<file path="config.mk">
export PLATFORM = sky130hd
export DESIGN_NAME = dual_wheel_pid_speed_control
export DESIGN_NICKNAME = d
export VERILOG_FILES = /design/src/sv/dwpsc_pkg.sv /design/src/sv/dual_wheel_pid_speed_control.sv
export SDC_FILE = /design/constraint.sdc
export NUM_CORES = 2
export LEC_CHECK = 0
export ABC_AREA = 1
export BUFFER_PORTS_ARGS = -buffer_cell sky130_fd_sc_hd__buf_2
export CAP_MARGIN = 5
export CORE_UTILIZATION = 65
export CTS_CLUSTER_DIAMETER = 200
export DETAILED_ROUTE_END_ITERATION = 16
export PLACE_DENSITY = 0.93
export SYNTH_ARGS = -nofsm -noshare
export SYNTH_HDL_FRONTEND = slang
export SYNTH_SLANG_ARGS = --single-unit
</file>
<file path="constraint.sdc">
create_clock -name clk -period 11.15 [get_ports clk]
set_input_delay 2.23 -clock clk [delete_from_list [all_inputs] [get_ports clk]]
set_output_delay 2.23 -clock clk [all_outputs]
set_load 0.005 [all_outputs]
</file>
<file path="src/sv/dwpsc_pkg.sv">
// Package for the dual-wheel PID speed controller.
// Holds item structs, state codes, register indexes and datapath widths.
// No dependencies.
`default_nettype none

package dwpsc_pkg;

  // Item payloads
  typedef struct packed {
    logic signed [15:0] setpoint_left;
    logic signed [15:0] setpoint_right;
    logic signed [15:0] measured_left;
    logic signed [15:0] measured_right;
  } in_item_t;

  typedef struct packed {
    logic signed [15:0] power_left;
    logic signed [15:0] power_right;
  } out_item_t;

  // Configuration register indexes
  localparam logic [2:0] REG_POWER_OFFSET  = 3'd0;
  localparam logic [2:0] REG_FF_GAIN       = 3'd1;
  localparam logic [2:0] REG_P_GAIN        = 3'd2;
  localparam logic [2:0] REG_I_GAIN        = 3'd3;
  localparam logic [2:0] REG_D_GAIN        = 3'd4;
  localparam logic [2:0] REG_INT_LIMIT     = 3'd5;
  localparam logic [2:0] REG_TICK_INTERVAL = 3'd6;
  localparam logic [2:0] REG_TICK_DIVISOR  = 3'd7;

  localparam int CFG_IDX_W  = 3;
  localparam int CFG_DATA_W = 16;

  // Reset values of the conversion registers
  localparam logic [9:0]  TICK_INTERVAL_RST = 10'd20;
  localparam logic [15:0] TICK_DIVISOR_RST  = 16'd1;

  // Datapath widths
  localparam int MUL_A_W = 30;               // widest operand: proportional error
  localparam int MUL_B_W = 17;               // gains, interval zero-extended
  localparam int PROD_W  = MUL_A_W + MUL_B_W;
  localparam int ACC_W   = 49;               // sum of offset and four products
  localparam int QUO_W   = 28;               // |setpoint * 4 * interval| < 2^28
  localparam int TICK_W  = QUO_W + 1;
  localparam int PERR_W  = TICK_W + 1;
  localparam int DERR_W  = 17;
  localparam int CNT_W   = 5;

  // MAC step selects
  localparam logic [2:0] MAC_FF = 3'd0;
  localparam logic [2:0] MAC_P  = 3'd1;
  localparam logic [2:0] MAC_I  = 3'd2;
  localparam logic [2:0] MAC_D  = 3'd3;
  localparam logic [2:0] MAC_END = 3'd4;

  // Sequencer states, one-hot
  typedef enum logic [8:0] {
    ST_IDLE  = 9'b000000001,
    ST_CONV  = 9'b000000010,
    ST_DLOAD = 9'b000000100,
    ST_DIV   = 9'b000001000,
    ST_TICKS = 9'b000010000,
    ST_ERR   = 9'b000100000,
    ST_MAC   = 9'b001000000,
    ST_SAT   = 9'b010000000,
    ST_DONE  = 9'b100000000
  } state_t;

endpackage

`default_nettype wire

</file>
<file path="src/sv/dual_wheel_pid_speed_control.sv">
// Dual-wheel PID speed controller: top level and whole datapath; depends on dwpsc_pkg.
// Each wheel in turn: setpoint times interval, 28-step shift-subtract divide by the divisor,
// errors, four MAC steps on the shared 30x17 multiplier, saturate (a zero quotient skips to
// saturate). A new item is accepted only after the last result is loaded for output.
// Reset (rst_n low, synchronous): registers to defaults, integrators and previous speeds
// to zero, no result pending.
`default_nettype none

module dual_wheel_pid_speed_control (
  input  wire logic                                clk,
  input  wire logic                                rst_n,
  input  wire logic                                in_valid,
  output logic                                     in_ready,
  input  wire dwpsc_pkg::in_item_t                 in_data,
  output logic                                     out_valid,
  input  wire logic                                out_ready,
  output dwpsc_pkg::out_item_t                     out_data,
  input  wire logic                                cfg_we,
  input  wire logic [dwpsc_pkg::CFG_IDX_W-1:0]     cfg_index,
  input  wire logic [dwpsc_pkg::CFG_DATA_W-1:0]    cfg_wdata
);

  localparam int MA = dwpsc_pkg::MUL_A_W;
  localparam int MB = dwpsc_pkg::MUL_B_W;
  localparam int PW = dwpsc_pkg::PROD_W;
  localparam int AW = dwpsc_pkg::ACC_W;
  localparam int QW = dwpsc_pkg::QUO_W;
  localparam int TW = dwpsc_pkg::TICK_W;
  localparam int EW = dwpsc_pkg::PERR_W;
  localparam int DW = dwpsc_pkg::DERR_W;
  localparam int CW = dwpsc_pkg::CNT_W;

  // Configuration registers
  logic signed [15:0] off_r, kff_r, kp_r, ki_r, kd_r;
  logic [14:0]        ilim_r;
  logic [9:0]         intv_r;
  logic [15:0]        tdiv_r;

  // Sequencer and datapath registers
  dwpsc_pkg::state_t  state_r, state_nxt;
  dwpsc_pkg::in_item_t item_r;
  logic               wheel_r;
  logic [CW-1:0]      cnt_r;
  logic signed [PW-1:0] prod_r;
  logic [QW-1:0]      quo_r;
  logic [15:0]        rem_r;
  logic               neg_r;
  logic signed [TW-1:0] ticks_r;
  logic signed [EW-1:0] perr_r;
  logic signed [DW-1:0] derr_r;
  logic signed [AW-1:0] acc_r;
  logic signed [15:0] integ_r [2];
  logic signed [15:0] prev_r  [2];
  logic signed [15:0] pow_r   [2];
  dwpsc_pkg::out_item_t out_r;
  logic               out_valid_r;

  // Current wheel operands
  logic signed [15:0] sp, meas;
  assign sp   = wheel_r ? item_r.setpoint_right : item_r.setpoint_left;
  assign meas = wheel_r ? item_r.measured_right : item_r.measured_left;

  logic [15:0] div_eff;
  assign div_eff = (tdiv_r == 16'd0) ? 16'd1 : tdiv_r;

  // Shared multiplier operand select
  logic signed [MA-1:0] mul_a;
  logic signed [MB-1:0] mul_b;
  logic signed [PW-1:0] mul_p;

  always_comb begin
    mul_a = {{(MA-16){sp[15]}}, sp};
    mul_b = $signed({{(MB-10){1'b0}}, intv_r});
    if (state_r == dwpsc_pkg::ST_MAC) begin
      unique case (cnt_r[2:0])
        dwpsc_pkg::MAC_FF: begin
          mul_a = {{(MA-TW){ticks_r[TW-1]}}, ticks_r};
          mul_b = {{(MB-16){kff_r[15]}}, kff_r};
        end
        dwpsc_pkg::MAC_P: begin
          mul_a = perr_r;
          mul_b = {{(MB-16){kp_r[15]}}, kp_r};
        end
        dwpsc_pkg::MAC_I: begin
          mul_a = {{(MA-16){integ_r[wheel_r][15]}}, integ_r[wheel_r]};
          mul_b = {{(MB-16){ki_r[15]}}, ki_r};
        end
        dwpsc_pkg::MAC_D: begin
          mul_a = {{(MA-DW){derr_r[DW-1]}}, derr_r};
          mul_b = {{(MB-16){kd_r[15]}}, kd_r};
        end
        default: begin
          mul_a = '0;
          mul_b = '0;
        end
      endcase
    end
    mul_p = mul_a * mul_b;
  end

  // Divider step: shift in next dividend bit, subtract if it fits
  logic [16:0] rem_sh, rem_sub;
  logic        q_bit;
  assign rem_sh  = {rem_r, quo_r[QW-1]};
  assign q_bit   = rem_sh >= {1'b0, div_eff};
  assign rem_sub = q_bit ? (rem_sh - {1'b0, div_eff}) : rem_sh;

  // Magnitude of the conversion product (times four when loaded into the divider)
  logic [PW-1:0] prod_mag;
  assign prod_mag = prod_r[PW-1] ? PW'(-prod_r) : PW'(prod_r);

  // Signed ticks from the quotient
  logic signed [TW-1:0] ticks_val;
  assign ticks_val = neg_r ? -$signed({1'b0, quo_r}) : $signed({1'b0, quo_r});

  // Errors and clamped integrator
  logic signed [EW-1:0] perr_val;
  logic signed [EW:0]   iacc;
  logic signed [EW:0]   ilim_pos, ilim_neg;
  logic signed [15:0]   integ_val;
  assign perr_val = {ticks_r[TW-1], ticks_r} - {{(EW-16){meas[15]}}, meas};
  assign iacc     = {{(EW+1-16){integ_r[wheel_r][15]}}, integ_r[wheel_r]}
                  + {perr_val[EW-1], perr_val};
  assign ilim_pos = $signed({{(EW+1-15){1'b0}}, ilim_r});
  assign ilim_neg = -ilim_pos;

  always_comb begin
    priority if (iacc > ilim_pos) begin
      integ_val = ilim_pos[15:0];
    end else if (iacc < ilim_neg) begin
      integ_val = ilim_neg[15:0];
    end else begin
      integ_val = iacc[15:0];
    end
  end

  // Saturate accumulated power to 16 bits
  logic signed [15:0] sat_val;
  always_comb begin
    priority if (acc_r > $signed(AW'(32767))) begin
      sat_val = 16'sh7FFF;
    end else if (acc_r < -$signed(AW'(32768))) begin
      sat_val = 16'sh8000;
    end else begin
      sat_val = acc_r[15:0];
    end
  end

  logic out_free;
  assign out_free = !out_valid_r || out_ready;

  // Next state
  always_comb begin
    state_nxt = state_r;
    unique case (state_r)
      dwpsc_pkg::ST_IDLE:  if (in_valid) state_nxt = dwpsc_pkg::ST_CONV;
      dwpsc_pkg::ST_CONV:  state_nxt = dwpsc_pkg::ST_DLOAD;
      dwpsc_pkg::ST_DLOAD: state_nxt = dwpsc_pkg::ST_DIV;
      dwpsc_pkg::ST_DIV:   if (cnt_r == CW'(QW - 1)) state_nxt = dwpsc_pkg::ST_TICKS;
      dwpsc_pkg::ST_TICKS: begin
        state_nxt = (quo_r == '0) ? dwpsc_pkg::ST_SAT : dwpsc_pkg::ST_ERR;
      end
      dwpsc_pkg::ST_ERR:   state_nxt = dwpsc_pkg::ST_MAC;
      dwpsc_pkg::ST_MAC:   if (cnt_r[2:0] == dwpsc_pkg::MAC_END) state_nxt = dwpsc_pkg::ST_SAT;
      dwpsc_pkg::ST_SAT:   state_nxt = wheel_r ? dwpsc_pkg::ST_DONE : dwpsc_pkg::ST_CONV;
      dwpsc_pkg::ST_DONE:  if (out_free) state_nxt = dwpsc_pkg::ST_IDLE;
      default:             state_nxt = dwpsc_pkg::ST_IDLE;
    endcase
  end

  // Control state and configuration
  always_ff @(posedge clk) begin
    if (!rst_n) begin
      state_r     <= dwpsc_pkg::ST_IDLE;
      out_valid_r <= 1'b0;
      off_r  <= '0;
      kff_r  <= '0;
      kp_r   <= '0;
      ki_r   <= '0;
      kd_r   <= '0;
      ilim_r <= '0;
      intv_r <= dwpsc_pkg::TICK_INTERVAL_RST;
      tdiv_r <= dwpsc_pkg::TICK_DIVISOR_RST;
      integ_r[0] <= '0;
      integ_r[1] <= '0;
      prev_r[0]  <= '0;
      prev_r[1]  <= '0;
    end else begin
      state_r <= state_nxt;
      // Hold the result until taken; load when the last wheel is done
      if (state_r == dwpsc_pkg::ST_DONE && out_free) begin
        out_valid_r <= 1'b1;
      end else if (out_ready) begin
        out_valid_r <= 1'b0;
      end
      if (cfg_we) begin
        unique case (cfg_index)
          dwpsc_pkg::REG_POWER_OFFSET:  off_r  <= $signed(cfg_wdata);
          dwpsc_pkg::REG_FF_GAIN:       kff_r  <= $signed(cfg_wdata);
          dwpsc_pkg::REG_P_GAIN:        kp_r   <= $signed(cfg_wdata);
          dwpsc_pkg::REG_I_GAIN:        ki_r   <= $signed(cfg_wdata);
          dwpsc_pkg::REG_D_GAIN:        kd_r   <= $signed(cfg_wdata);
          dwpsc_pkg::REG_INT_LIMIT:     ilim_r <= cfg_wdata[14:0];
          dwpsc_pkg::REG_TICK_INTERVAL: intv_r <= cfg_wdata[9:0];
          dwpsc_pkg::REG_TICK_DIVISOR:  tdiv_r <= cfg_wdata;
          default: ;
        endcase
      end
      // Clear integrator on zero ticks; update wheel state otherwise
      if (state_r == dwpsc_pkg::ST_TICKS && quo_r == '0) begin
        integ_r[wheel_r] <= '0;
      end
      if (state_r == dwpsc_pkg::ST_ERR) begin
        integ_r[wheel_r] <= integ_val;
        prev_r[wheel_r]  <= meas;
      end
    end
  end

  // Datapath
  always_ff @(posedge clk) begin
    unique case (state_r)
      dwpsc_pkg::ST_IDLE: begin
        item_r  <= in_data;
        wheel_r <= 1'b0;
      end
      dwpsc_pkg::ST_CONV: begin
        prod_r <= mul_p;
      end
      dwpsc_pkg::ST_DLOAD: begin
        neg_r <= prod_r[PW-1];
        quo_r <= {prod_mag[QW-3:0], 2'b00};
        rem_r <= '0;
        cnt_r <= '0;
      end
      dwpsc_pkg::ST_DIV: begin
        quo_r <= {quo_r[QW-2:0], q_bit};
        rem_r <= rem_sub[15:0];
        cnt_r <= cnt_r + CW'(1);
      end
      dwpsc_pkg::ST_TICKS: begin
        ticks_r <= ticks_val;
        acc_r   <= '0;
      end
      dwpsc_pkg::ST_ERR: begin
        perr_r <= perr_val;
        derr_r <= {meas[15], meas} - {prev_r[wheel_r][15], prev_r[wheel_r]};
        acc_r  <= {{(AW-16){off_r[15]}}, off_r};
        cnt_r  <= '0;
      end
      dwpsc_pkg::ST_MAC: begin
        // Product of step n is added during step n+1
        prod_r <= mul_p;
        if (cnt_r[2:0] != dwpsc_pkg::MAC_FF) begin
          acc_r <= acc_r + {{(AW-PW){prod_r[PW-1]}}, prod_r};
        end
        cnt_r <= cnt_r + CW'(1);
      end
      dwpsc_pkg::ST_SAT: begin
        pow_r[wheel_r] <= sat_val;
        wheel_r        <= 1'b1;
      end
      dwpsc_pkg::ST_DONE: begin
        if (out_free) begin
          out_r.power_left  <= pow_r[0];
          out_r.power_right <= pow_r[1];
        end
      end
      default: ;
    endcase
  end

  // Accept an item only when idle and out of reset
  assign in_ready  = rst_n && (state_r == dwpsc_pkg::ST_IDLE);
  assign out_valid = out_valid_r;
  assign out_data  = out_r;

endmodule

`default_nettype wire
</file>
### Word-level counts from Yosys, hierarchy flattened

Memories as Yosys holds them, arrays and structs flattened. A register that Yosys moved wholly into a read port is not among the register bits.
Cells that the tools add are included.
W data, S select, Z words.

| word-level totals | value |
|---|---|
| register bits | 418 |
| bits in writable memories | 96 |
| bits of input ports | 88 |
| logic and storage cells | 148 |
| memories | 3 |

| operators by class | value |
|---|---|
| $add $sub $neg | 9 |
| multiply operators | 1 |
| order comparisons | 5 |
| eq/ne operators | 26 |
| muxes and demuxes | 47 |
| bitwise operators | 1 |
| reductions and logical operators | 31 |

Memory list:

| memory | depth | width | rd ports | clocked after memory_dff | wr ports | RTL line | source |
|---|---|---|---|---|---|---|---|
| integ_r | 2 | 16 | 1 | 1 | 2 | dual_wheel_pid_speed_control.sv:52 | `logic signed [15:0] integ_r [2];` |
| pow_r | 2 | 16 | 2 | 2 | 1 | dual_wheel_pid_speed_control.sv:54 | `logic signed [15:0] pow_r [2];` |
| prev_r | 2 | 16 | 1 | 1 | 2 | dual_wheel_pid_speed_control.sv:53 | `logic signed [15:0] prev_r [2];` |

Operator list:

| operator | number |
|---|---|
| $mux W16 | 11 |
| $pmux W49 S3 | 1 |
| $pmux W30 S4 | 1 |
| $pmux W9 S9 | 1 |
| $pmux W17 S4 | 1 |
| $pmux W28 S2 | 1 |
| $add A49 B49 Y49 | 1 |
| $gt A49 B16 Y1 const B | 1 |
| $lt A49 B16 Y1 const B | 1 |
| $mux W49 | 1 |
| $mul A30 B17 Y47 | 1 |
| $mux W9 | 5 |
| $pmux W16 S2 | 1 |
| $reduce_or A16 Y1 | 2 |
| $add A16 B30 Y31 | 1 |
| $gt A31 B16 Y1 | 1 |
| $lt A31 B31 Y1 | 1 |
| $neg A15 Y31 | 1 |
| $mux W30 | 1 |
| $sub A29 B16 Y30 | 1 |
| $neg A28 Y29 | 1 |
| $logic_not A28 Y1 | 1 |
| $mux W28 | 1 |
| $mux W26 | 1 |
| other kinds (36) | 81 |

### Depth between registers and ports, before layout

| logic depth | value |
|---|---|
| depth in word-level cells | 8 |
| mapped depth | 45 |

### Worst setup path before layout

OpenSTA, ideal clock, no wires.

| timing path | value |
|---|---|
| path kind | reg-to-output |
| start point | register state_r[7] |
| end point | output in_ready |
| data arrival time | 7780 ps |
| required time | 8920 ps |
| slack | 1140 ps |
| stages on the path, launching flop included | 8 |
| cells stage by stage | dfxtp_1 -> nor2_1 -> inv_1 -> nor2_1 -> inv_1 -> nor4_1 -> inv_1 -> nor2_1 |

| on the way | value |
|---|---|
| cells in the longest elaborated chain, start to end | 2 |

RTL lines:

| what | RTL line | source |
|---|---|---|
| start: declaration | dual_wheel_pid_speed_control.sv:40 | `dwpsc_pkg::state_t state_r, state_nxt;` |
| start signal: assignment | dual_wheel_pid_speed_control.sv:174 | `state_r <= dwpsc_pkg::ST_IDLE;` |
| start signal: assignment | dual_wheel_pid_speed_control.sv:189 | `state_r <= state_nxt;` |
| $eq A9 B1 Y1 | dual_wheel_pid_speed_control.sv:274 | `assign in_ready = rst_n && (state_r == dwpsc_pkg::ST_IDLE);` |
| $logic_and A1 B1 Y1 | dual_wheel_pid_speed_control.sv:274 |  |
| end: declaration | dual_wheel_pid_speed_control.sv:13 | `output logic in_ready,` |

Every way passes these cells.

### Final worst setup path

| timing path | value |
|---|---|
| start point | register cnt_r[0] |
| end point | register prod_r[44] (data pin) |

| on the way | value |
|---|---|
| cells in the longest elaborated chain, start to end | 4 |
| elaborated cells on any way between the ends | 9 |
| classes of those cells | 1 x mul; 3 x eq/ne; 4 x mux; 1 x reduce/logical |

RTL lines:

| what | RTL line | source |
|---|---|---|
| start: declaration | dual_wheel_pid_speed_control.sv:43 | `logic [CW-1:0] cnt_r;` |
| start signal: assignment | dual_wheel_pid_speed_control.sv:239 | `cnt_r <= cnt_r + CW'(1);` |
| start signal: assignment | dual_wheel_pid_speed_control.sv:257 | `cnt_r <= cnt_r + CW'(1);` |
| $eq A3 B2 Y1, or another cell as far along | dual_wheel_pid_speed_control.sv:75 | `unique case (cnt_r[2:0])` |
| $pmux W30 S4 or $pmux W17 S4 (tied branches) | dual_wheel_pid_speed_control.sv:75 |  |
| $mux W30 or $mux W17 (tied branches) | dual_wheel_pid_speed_control.sv:74 | `if (state_r == dwpsc_pkg::ST_MAC) begin` |
| $mul A30 B17 Y47 * | dual_wheel_pid_speed_control.sv:98 | `mul_p = mul_a * mul_b;` |
| net mul_p[44] | dual_wheel_pid_speed_control.sv:69 | `logic signed [PW-1:0] mul_p;` |
| end signal: assignment | dual_wheel_pid_speed_control.sv:228 | `prod_r <= mul_p;` |
| end signal: assignment | dual_wheel_pid_speed_control.sv:253 | `prod_r <= mul_p;` |
| end: declaration | dual_wheel_pid_speed_control.sv:44 | `logic signed [PW-1:0] prod_r;` |

Mark *: on every way through the listed nets, which the timed path passes. The rest lies on a longest branch.
A chain may end at the register's enable or synchronous reset.

==> results.py <==
metrics = {
    "status": {
        "run_status": "complete, no violations",
    },
    "synthesis": {
        "synth_area_mm2": 0.0494,
        "ys_warn_count": 0,
        "ys_seq_elements": 547,
        "yosysSeqAreaShare_pct": 30.5,
        "syn-num-nets": 6729,
        "synthArstFlopShare_pct": 0,
        "synth_edf_count": 415,
        "synthCells": 5841,
        "ys.flop_type": "edfxtp_1",
        "ys_types": 70,
        "synth.avg_cell_area_um2": 8.47,
    },
    "floorplanning": {
        "rows": 100,
        "die-width_um": 278,
        "coreArea_mm2": 0.0748,
        "dieHeight_um": 278,
        "dieArea_mm2": 0.0772,
        "boundaryPins": 122,
        "start_util_pct": 66.1,
    },
    "hold_path": {
        "whs_path_depth": 0,
        "hold_class": "reg -> reg",
    },
    "clocking": {
        "cts_setup_buffers": 0,
        "cts_tree": "yes",
        "clk_latency_ns": 0.67,
        "root_buffer": "clkbuf_16",
        "numCtsBuffers": 54,
        "clockBufferDepth": 3,
        "cts-hold-fix-buffers": 0,
        "ctsResizeCount": 0,
        "htreeDepth": 2,
        "clock_sinks": 547,
        "clkTransAtPathRegs_ns": 0.07,
    },
    "setup_path": {
        "max_stage_delay_ns": 0.94,
        "worstRegToRegCells": 28,
        "start_kind": "flop",
        "criticalPathCategory": "reg -> reg",
        "end_kind": "flop",
        "crit_end": "prod_r[44]",
        "critPathArrivalTime_ns": 10.35,
        "path_delay_family": "adder cells",
        "cp_max_fo": 20,
        "cpMaxStageDelayCell": "fa_1",
        "cp.required_ns": 11.54,
        "worstReg2RegEnd": "prod_r[44]",
        "r2r_start": "cnt_r[0]",
        "rrSetupSlack_ns": 1.19,
        "critPathBufInv": 8,
        "startpoint": "cnt_r[0]",
        "cp_num_cells": 28,
    },
    "final_layout": {
        "regArea_mm2": 0.0151,
        "multi_input_area_mm2": 0.0296,
        "layout-drive-gt1-share_pct": 6.09,
        "mostFrequentLayoutCell": "inv_1",
        "layout_common_cells": "inv_1, nand2_1, nor2_1, fa_1, edfxtp_1",
        "fillers": 5300,
        "nets": 6789,
        "syn2layout_area_growth_pct": 6.84,
    },
    "sta": {
        "rsz0062_at_grt": "no",
        "setup_tns_ns": 0,
        "finClkSkew_ns": 0.0618,
        "hold_violations": 0,
        "min_period_ns": 9.96,
        "fmax_ghz": 0.100,
        "maxSlewViolCount": 0,
        "setup_viol": 0,
        "worstMarginPinSlew_ns": 1.27,
        "finalCritPeriodShare_pct": 89.3,
        "slew-limit-headroom_pct": 15.3,
    },
    "routing": {
        "drtPass1Iterations": 10,
        "vias": 43500,
        "drc": 0,
        "wl_per_cell_um": 22.4,
        "drt_first_iter_violations": 5509,
        "antenna_left": 0,
        "totalWireLength_mm": 155,
        "viasPerCell": 6.28,
    },
    "global_route": {
        "antenna_found_initial": 5,
        "grt_max_degree": 92,
        "grt_overflow": 0,
        "track_usage_pct": 40.2,
        "grt_first_pass_wirelength_mm": 240,
        "grt_pass1_vias": 44100,
    },
    "flow_run": {
        "maxCapViolations": 0,
    },
    "place": {
        "globalplace.congestion": 1.02,
        "io_buffers": 121,
        "hpwl_mm": 116,
    },
}
[worst register-to-register path: cells and delay by family (launching register included)]
kind / cells / cell delay (ns)
adders and majority gates: 9 / 4.87
xor gates and xnor gates: 1 / 0.09
AOI/OAI and AO/OA: 4 / 1.25
and+or+nand+nor: 6 / 1.50
buffers and inverters: 8 / 1.51
DFF: 1 / 0.44
[cells by family after synthesis]
kind of cell	Yosys count	share of synthesized area (%)
xor gates and xnor gates	197	3.54
DFF	547	30.5
AOI/OAI and AO/OA	926	10.8
and+or+nand+nor	2108	17.4
muxes	14	0.283
adders and majority gates	800	27.8
buffers and inverters	1249	9.68
[layout make-up]
class,instances,area share (%)
Sequential cell,547,28.6
Clock buffer,63,2.72
Antenna cell,3,0.0142
Inverter,1087,7.72
Clock inverter,38,0.808
Timing Repair Buffer,166,1.79
Tap cell,969,2.29
Multi-Input combinational cell,4045,56.1
[how the worst min path moves through the flow]
stage | from | end | slack [ns]
2_1_floorplan | pow_r[1][0] | out_data[0] | 0.40
3_3_place_gp | pow_r[1][1] | out_data[1] | 0.40
3_5_place_dp | pow_r[1][0] | out_data[0] | 0.40
4_1_cts | pow_r[1][15] | out_data[15] | 0.42
5_1_grt | pow_r[1][3] | out_data[3] | 0.42
6_report | pow_r[1][14] | out_data[14] | 0.42
[synthesized netlist by cell type (17+ instances only)]
library cell  instances  area (µm²)
clkbuf_1            111         417
o21ai_0             330        1650
buf_2                33         165
a221oi_1             36         315
o211ai_1             17         128
nand4_1              49         307
xor2_1              126        1100
a31oi_1              41         257
ha_1                304        3800
nor3_1               56         280
o21ai_1              22         110
inv_1              1062        3990
nor2_1              776        2910
fa_1                496        9930
nor4_1               24         150
xnor2_1              69         604
dfxtp_1             132        2640
edfxtp_1            415       12500
nand2_1             989        3710
nand3_1             154         771
a21oi_1             339        1700
[metrics by stage]
step / setup WS, ns / area (µm²) / util (%) / cells / hold WS [ns]
4_1_cts: 1.37 / 52800 / 70.6 / 6915 / 0.420
6_report: 1.19 / 52800 / 70.6 / 6918 / 0.419
5_1_grt: 0.669 / 52800 / 70.6 / 6916 / 0.423
3_5_place_dp: 1.42 / 51000 / 68.1 / 6814 / 0.405
2_1_floorplan: 1.14 / 49400 / - / 5841 / 0.400
3_3_place_gp: 1.66 / 51000 / 68.1 / 6814 / 0.400
[registers in the layout, summed over array words and instances, names as in the netlist, 5 cells and up, named ones only]
name and count:
rem_r 16, prod_r 47, quo_r 28, tdiv_r 16, kff_r 16, off_r 16
intv_r 10, perr_r 30, pow_r 32, integ_r 32, cnt_r 5, kp_r 16
prev_r 32, kd_r 16, derr_r 17, ilim_r 15, state_r 9, item_r 64
ticks_r 29, ki_r 16, acc_r 49, out_data 32
[metal layers]
layer  GRT usage (%)  vias to the layer above  share of wire, %
met5               0                        -             0.015
met4            27.7                        4               8.1
met3            9.94                      881                12
met2            64.5                     3281                45
met1            47.7                    20400                34
li1                -                    18800                 -
Power is left out: the tool's default activity adds up to more than one toggle a clock period on the data nets, which glitch-free logic cannot reach.
